## config.mk

```make
export PLATFORM = sky130hd
export DESIGN_NAME = two_touch_pinch_tracker
export DESIGN_NICKNAME = d
export VERILOG_FILES = /design/src/design/ttpt_pkg.sv /design/src/design/two_touch_pinch_tracker.sv
export SDC_FILE = /design/constraint.sdc
export NUM_CORES = 1
export LEC_CHECK = 0
export ABC_AREA = 0
export BUFFER_PORTS_ARGS = -buffer_cell sky130_fd_sc_hd__buf_2
export CORE_ASPECT_RATIO = 0.6
export CORE_MARGIN = 5
export CORE_UTILIZATION = 35
export CTS_CLUSTER_DIAMETER = 100
export DETAILED_ROUTE_END_ITERATION = 8
export PLACE_DENSITY = 0.62
export SLEW_MARGIN = 20
export SYNTH_ARGS = -nofsm -noshare
export SYNTH_HDL_FRONTEND = slang
export SYNTH_SLANG_ARGS = --single-unit
```

## constraint.sdc

```tcl
create_clock -name clk -period 34.4 [get_ports clk]
set_clock_uncertainty 0.15 [all_clocks]
set_input_delay 3.44 -clock clk [delete_from_list [all_inputs] [get_ports clk]]
set_output_delay 3.44 -clock clk [all_outputs]
set_load 0.01 [all_outputs]
```

## src/design/ttpt_pkg.sv

```systemverilog
// ----------------------------------------------------------------------------
// ttpt_pkg
// Shared types and constants for the two-touch pinch tracker.
// ----------------------------------------------------------------------------
package ttpt_pkg;

	localparam int CoordBits  = 12;
	localparam int IdBits     = 8;
	localparam int DistBits   = CoordBits + 1;
	localparam int ThreshBits = 13;
	localparam int CmpBits    = (DistBits > ThreshBits) ? DistBits : ThreshBits;

	localparam logic [ThreshBits-1:0] ThreshReset = ThreshBits'(20);

	typedef logic [CoordBits-1:0] coord_t;
	typedef logic [DistBits-1:0]  dist_t;

	typedef enum logic [1:0] {
		KIND_DOWN   = 2'd0,
		KIND_MOVE   = 2'd1,
		KIND_UP     = 2'd2,
		KIND_CANCEL = 2'd3
	} kind_t;

	localparam logic signed [1:0] ZoomNone = 2'sd0;
	localparam logic signed [1:0] ZoomIn   = 2'sd1;
	localparam logic signed [1:0] ZoomOut  = -2'sd1;

endpackage

```

## src/design/two_touch_pinch_tracker.sv

```systemverilog
// ----------------------------------------------------------------------------
// two_touch_pinch_tracker
// Tracks two touch contacts, emits zoom steps on pinch and taps on release.
// ----------------------------------------------------------------------------
// One event per clock while the output is not stalled: an item is taken into
// the input register, resolved combinationally against the two contact slots,
// and its result lands in the result register, so a result is offered from
// the result register once its item leaves the input register. The input side
// stalls only while a finished result waits at the output and the input
// register is full. Every item gives exactly one result.
// The threshold register may be written at any time the block is idle.
module two_touch_pinch_tracker (
	input  logic                               clk,
	input  logic                               arst_n,
	input  logic                               cfg_valid,
	output logic                               cfg_ready,
	input  logic [ttpt_pkg::ThreshBits-1:0]    cfg_data,
	input  logic                               in_valid,
	output logic                               in_ready,
	input  logic [1:0]                         kind,
	input  logic [ttpt_pkg::IdBits-1:0]        contact_id,
	input  logic [ttpt_pkg::CoordBits-1:0]     pos_x,
	input  logic [ttpt_pkg::CoordBits-1:0]     pos_y,
	input  logic                               pinch_enabled,
	output logic                               out_valid,
	input  logic                               out_ready,
	output logic signed [1:0]                  zoom_step,
	output logic                               tap_valid,
	output logic [ttpt_pkg::CoordBits-1:0]     tap_x,
	output logic [ttpt_pkg::CoordBits-1:0]     tap_y
);
	import ttpt_pkg::*;

	logic [ThreshBits-1:0] thresh_q;

	// input register
	logic               valid_s1;
	kind_t              kind_s1;
	logic [IdBits-1:0]  id_s1;
	coord_t             x_s1, y_s1;
	logic               en_s1;

	// tracker state
	logic [1:0]         act_q;
	logic [IdBits-1:0]  cid_q [2];
	coord_t             sx_q [2];
	coord_t             sy_q [2];
	dist_t              ref_q;
	logic               pinch_q;

	// result register
	logic               out_valid_q;
	logic signed [1:0]  zoom_q;
	logic               tap_q;
	coord_t             tx_q, ty_q;

	logic advance;

	assign cfg_ready = 1'b1;
	assign advance   = valid_s1 && (!out_valid_q || out_ready);
	assign in_ready  = !valid_s1 || advance;

	// slot lookup
	logic       m0, m1, hit, take, sel;
	logic [1:0] act_nxt;
	coord_t     nx0, nx1, ny0, ny1, dx, dy;
	dist_t      pdist;
	logic [CmpBits-1:0] d_w, r_w, th_w;
	logic               grow, shrink;

	dist_t              ref_nxt;
	logic               pinch_nxt;
	logic signed [1:0]  zoom_nxt;
	logic               tap_nxt;
	coord_t             tx_nxt, ty_nxt;

	always_comb begin
		m0   = act_q[0] && (cid_q[0] == id_s1);
		m1   = act_q[1] && (cid_q[1] == id_s1);
		hit  = m0 || m1;
		if (kind_s1 == KIND_DOWN) begin
			take = hit || !act_q[0] || !act_q[1];
			sel  = hit ? m1 : act_q[0];
		end else begin
			take = hit;
			sel  = m1;
		end

		act_nxt = act_q;
		if (take) begin
			case (kind_s1)
				KIND_DOWN:             act_nxt[sel] = 1'b1;
				KIND_UP, KIND_CANCEL:  act_nxt[sel] = 1'b0;
				default:               act_nxt = act_q;
			endcase
		end

		nx0 = (take && !sel) ? x_s1 : sx_q[0];
		ny0 = (take && !sel) ? y_s1 : sy_q[0];
		nx1 = (take && sel)  ? x_s1 : sx_q[1];
		ny1 = (take && sel)  ? y_s1 : sy_q[1];

		dx    = (nx0 > nx1) ? (nx0 - nx1) : (nx1 - nx0);
		dy    = (ny0 > ny1) ? (ny0 - ny1) : (ny1 - ny0);
		pdist = (dx > dy) ? ({1'b0, dx} + {2'b00, dy[CoordBits-1:1]})
		                  : ({1'b0, dy} + {2'b00, dx[CoordBits-1:1]});

		d_w  = CmpBits'(pdist);
		r_w  = CmpBits'(ref_q);
		th_w = (thresh_q == '0) ? CmpBits'(1) : CmpBits'(thresh_q);
		grow   = (d_w >= r_w) && ((d_w - r_w) >= th_w);
		shrink = (d_w < r_w) && ((r_w - d_w) >= th_w);

		ref_nxt   = ref_q;
		pinch_nxt = pinch_q;
		zoom_nxt  = ZoomNone;
		tap_nxt   = 1'b0;
		tx_nxt    = '0;
		ty_nxt    = '0;

		if (take) begin
			case (kind_s1)
				KIND_DOWN: begin
					if (act_nxt[0] && act_nxt[1]) begin
						ref_nxt   = pdist;
						pinch_nxt = 1'b1;
					end else begin
						pinch_nxt = 1'b0;
					end
				end
				KIND_MOVE: begin
					if (act_q[0] && act_q[1] && en_s1) begin
						if (grow) begin
							zoom_nxt = ZoomIn;
							ref_nxt  = pdist;
						end else if (shrink) begin
							zoom_nxt = ZoomOut;
							ref_nxt  = pdist;
						end
					end
				end
				default: begin
					if (kind_s1 != KIND_UP || pinch_q) begin
						if (act_nxt == 2'b00)
							pinch_nxt = 1'b0;
					end else begin
						tap_nxt = 1'b1;
						tx_nxt  = x_s1;
						ty_nxt  = y_s1;
					end
				end
			endcase
		end
	end

	always_ff @(posedge clk or negedge arst_n) begin
		if (!arst_n) begin
			thresh_q <= ThreshReset;
		end else if (cfg_valid && cfg_ready) begin
			thresh_q <= cfg_data;
		end
	end

	always_ff @(posedge clk or negedge arst_n) begin
		if (!arst_n) begin
			valid_s1 <= 1'b0;
		end else if (in_ready) begin
			valid_s1 <= in_valid;
		end
	end

	always_ff @(posedge clk) begin
		if (in_valid && in_ready) begin
			kind_s1 <= kind_t'(kind);
			id_s1   <= contact_id;
			x_s1    <= pos_x;
			y_s1    <= pos_y;
			en_s1   <= pinch_enabled;
		end
	end

	always_ff @(posedge clk or negedge arst_n) begin
		if (!arst_n) begin
			act_q    <= '0;
			cid_q[0] <= '0;
			cid_q[1] <= '0;
			sx_q[0]  <= '0;
			sx_q[1]  <= '0;
			sy_q[0]  <= '0;
			sy_q[1]  <= '0;
			ref_q    <= '0;
			pinch_q  <= 1'b0;
		end else if (advance) begin
			act_q    <= act_nxt;
			sx_q[0]  <= nx0;
			sx_q[1]  <= nx1;
			sy_q[0]  <= ny0;
			sy_q[1]  <= ny1;
			ref_q    <= ref_nxt;
			pinch_q  <= pinch_nxt;
			if (take && kind_s1 == KIND_DOWN)
				cid_q[sel] <= id_s1;
		end
	end

	always_ff @(posedge clk or negedge arst_n) begin
		if (!arst_n) begin
			out_valid_q <= 1'b0;
		end else if (advance) begin
			out_valid_q <= 1'b1;
		end else if (out_ready) begin
			out_valid_q <= 1'b0;
		end
	end

	always_ff @(posedge clk) begin
		if (advance) begin
			zoom_q <= zoom_nxt;
			tap_q  <= tap_nxt;
			tx_q   <= tx_nxt;
			ty_q   <= ty_nxt;
		end
	end

	assign out_valid = out_valid_q;
	assign zoom_step = zoom_q;
	assign tap_valid = tap_q;
	assign tap_x     = tx_q;
	assign tap_y     = ty_q;

endmodule

```

==> flow_summary.yaml <==
setup_path:
  cp_common_cell: "o21ai_0"
  critPathRequiredTime_ns: 34.58
  cp_max_fo: 20
  cp_top_family: "compound AO/OA/AOI/OAI gates"
  end_kind: "register"
  crit_arrival_ns: 12.65
  cp_num_buf_inv: 3
  slowest_stage: "or4_1"
  critPathKind: "register to register"
  slowest_delay_ns: 0.55
  start_kind: "register"
timing:
  min_period_ns: 12.47
  tightest_slew_ns: 0.937
  setup_tns_ns: 0
  slew_viol_final: 0
  timing.hold.ws_ns: 0.330
  rsz0062_at_grt: "false"
  max_freq_mhz: 80.2
  finalSetupViolCount: 0
  period_share_pct: 36.3
  slew_headroom_pct: 37.5
  fin_ws_ns: 21.93
  hold_violations: 0
yosys:
  synth_warnings: 0
  synth_area_per_cell_sq_um: 9.64
  synth_edf_count: 62
  ys.flop_type: "dfrtp_1"
  syn-num-nets: 1392
  synth-seq-cells: 157
  synth_area_sq_um: 11600
  seq_area_frac_synth_pct: 36.5
  synthArstFlopShare_pct: 60.5
  netlist_instances: 1205
  synth.distinct_cells: 78
routing:
  viasPerCell: 5.02
  wire_per_inst_microns: 15.7
  final_antenna_net_count: 0
  drtIter0Drc: 577
  drtPass1Iterations: 6
  drc_errors: 0
  wl_mm: 27.0
  vias: 8668
die:
  die_area_sq_um: 37000
  start_util_pct: 35.6
  die_h_microns: 151
  die_w_microns: 245
  coreArea_sq_um: 32600
  num_io_pins: 83
  rows: 51
clocking:
  root_buffer: "clkbuf_16"
  cts_tree: "done"
  cts_sinks: 157
  cts_made_buffers: 17
  worstSkewPairLatency_ns: 0.45
  clk_pin_slew_ns: 0.07
  h-tree-depth: 4
  post_cts_resized: 0
  post-cts-setup-buffer-count: 0
  cts_buffer_depth: 2
  hold_buffers: 0
global_routing:
  grt_pass1_vias: 8522
  grt_max_degree: 100
  overflow: 0
  antenna_found_initial: 0
  groute.usage.overall_pct: 14.8
  grt_pass1_wl_mm: 44.6
final_layout:
  nNetsFinal: 1452
  fill_cells: 3206
  layout_common_cells: "126 x ha_1, 121 x inv_1, 103 x nand2_1"
  mostFrequentLayoutCell: "ha_1"
  drive_gt1_share_pct: 14.2
  diodes: 0
  area_growth_pct: 12.3
outcome:
  status: "finished, final reports clean"
worst_hold_path:
  min_path_type: "register to register"
placement:
  gp_congestion: 0.889
  hpwl_mm: 20.6
  io_buffer_count: 81
  pre_cts_ws_ns: 22.15
job:
  drv_cap: 0
-- state kept, by name, indices dropped and copies added (netlist names) --
register,flops
act_q,2
cid_q,16
en_s1,1
id_s1,8
kind_s1,2
out_valid,1
pinch_q,1
r_w,13
sx_q,24
sy_q,24
tap_valid,1
tap_x,12
tap_y,12
thresh_q,13
valid_s1,1
x_s1,12
y_s1,12
zoom_step,2
-- worst paths after layout --
| kind | startpoint | cells past startpoint | end | slack (ns) |
|---|---|---|---|---|
| worst max-delay path | id_s1[5] | 49 | r_w[0] | 21.93 |
| worst min-delay path | sy_q[12] | 2 | sy_q[12] | 0.33 |
| worst max register to register | id_s1[5] | 49 | r_w[0] | 21.93 |
| worst min register to register | sy_q[12] | 2 | sy_q[12] | 0.33 |
| max in group asynchronous | arst_n | 2 | cid_q[8] | 30.04 |
| min in group asynchronous | arst_n | 1 | r_w[3] | 2.78 |
-- metrics by stage --
step	utilization (%)	std cells	cell area, sq um
floorplan	-	1205	11600
global placement	38.2	1696	12500
detailed placement	38.2	1696	12500
CTS	40.0	1728	13000
global route	40.0	1728	13000
finish	40.0	1728	13000
-- cell type report --
cell class / instances / area, sq um / area share (%)
Tap cell: 450 / 563 / 4.32
Clock inverter: 14 / 150 / 1.15
Sequential cell: 157 / 4240 / 32.5
Timing Repair Buffer: 88 / 460 / 3.53
Multi-Input combinational cell: 880 / 6740 / 51.7
Clock buffer: 18 / 429 / 3.29
Inverter: 121 / 454 / 3.48
-- tightest hold or removal path: stages, from the launching register on --
cell	delay (ns)
dfrtp_1	0.34
nand2_1	0.04
o21ai_0	0.06
-- synthesized netlist by cell type, drive strengths merged (12+ instances only) --
| cell | n | area [sq um] |
|---|---|---|
| nor2b | 12 | 75.1 |
| inv | 121 | 454 |
| nand2 | 105 | 397 |
| nor2 | 40 | 153 |
| o21a | 12 | 91.3 |
| dfrtp | 93 | 2330 |
| ha | 126 | 1580 |
| mux2i | 66 | 661 |
| nand4 | 12 | 81.3 |
| nand2b | 20 | 125 |
| a21o | 43 | 323 |
| nand3 | 17 | 85.1 |
| o21ai | 105 | 526 |
| clkbuf | 38 | 145 |
| xnor2 | 55 | 482 |
| mux2 | 33 | 383 |
| nor3 | 13 | 65.1 |
| and2 | 30 | 190 |
| xor2 | 22 | 200 |
| edfxtp | 62 | 1860 |
| a21oi | 71 | 370 |
-- metal layers --
| metal | GRT usage [%] | part of all wire [%] |
|---|---|---|
| met1 | 22.6 | 53 |
| met2 | 21.7 | 41 |
| met3 | 3.25 | 4.7 |
| met4 | 3.03 | 1.0 |
| met5 | 0 | 0 |
-- logic make-up after synthesis --
family                     synth area share (%)
DFF                                        36.5
adders and majority gates                  15.1
muxes                                      8.99
and+or+nand+nor                            11.6
buffers and inverters                      5.73
xor gates and xnor gates                   5.87
other                                    0.0323
AOI/OAI and AO/OA                          16.2
Power is not shown: default switching activity piles up to over one toggle a cycle in this logic, so the estimate is an artifact.
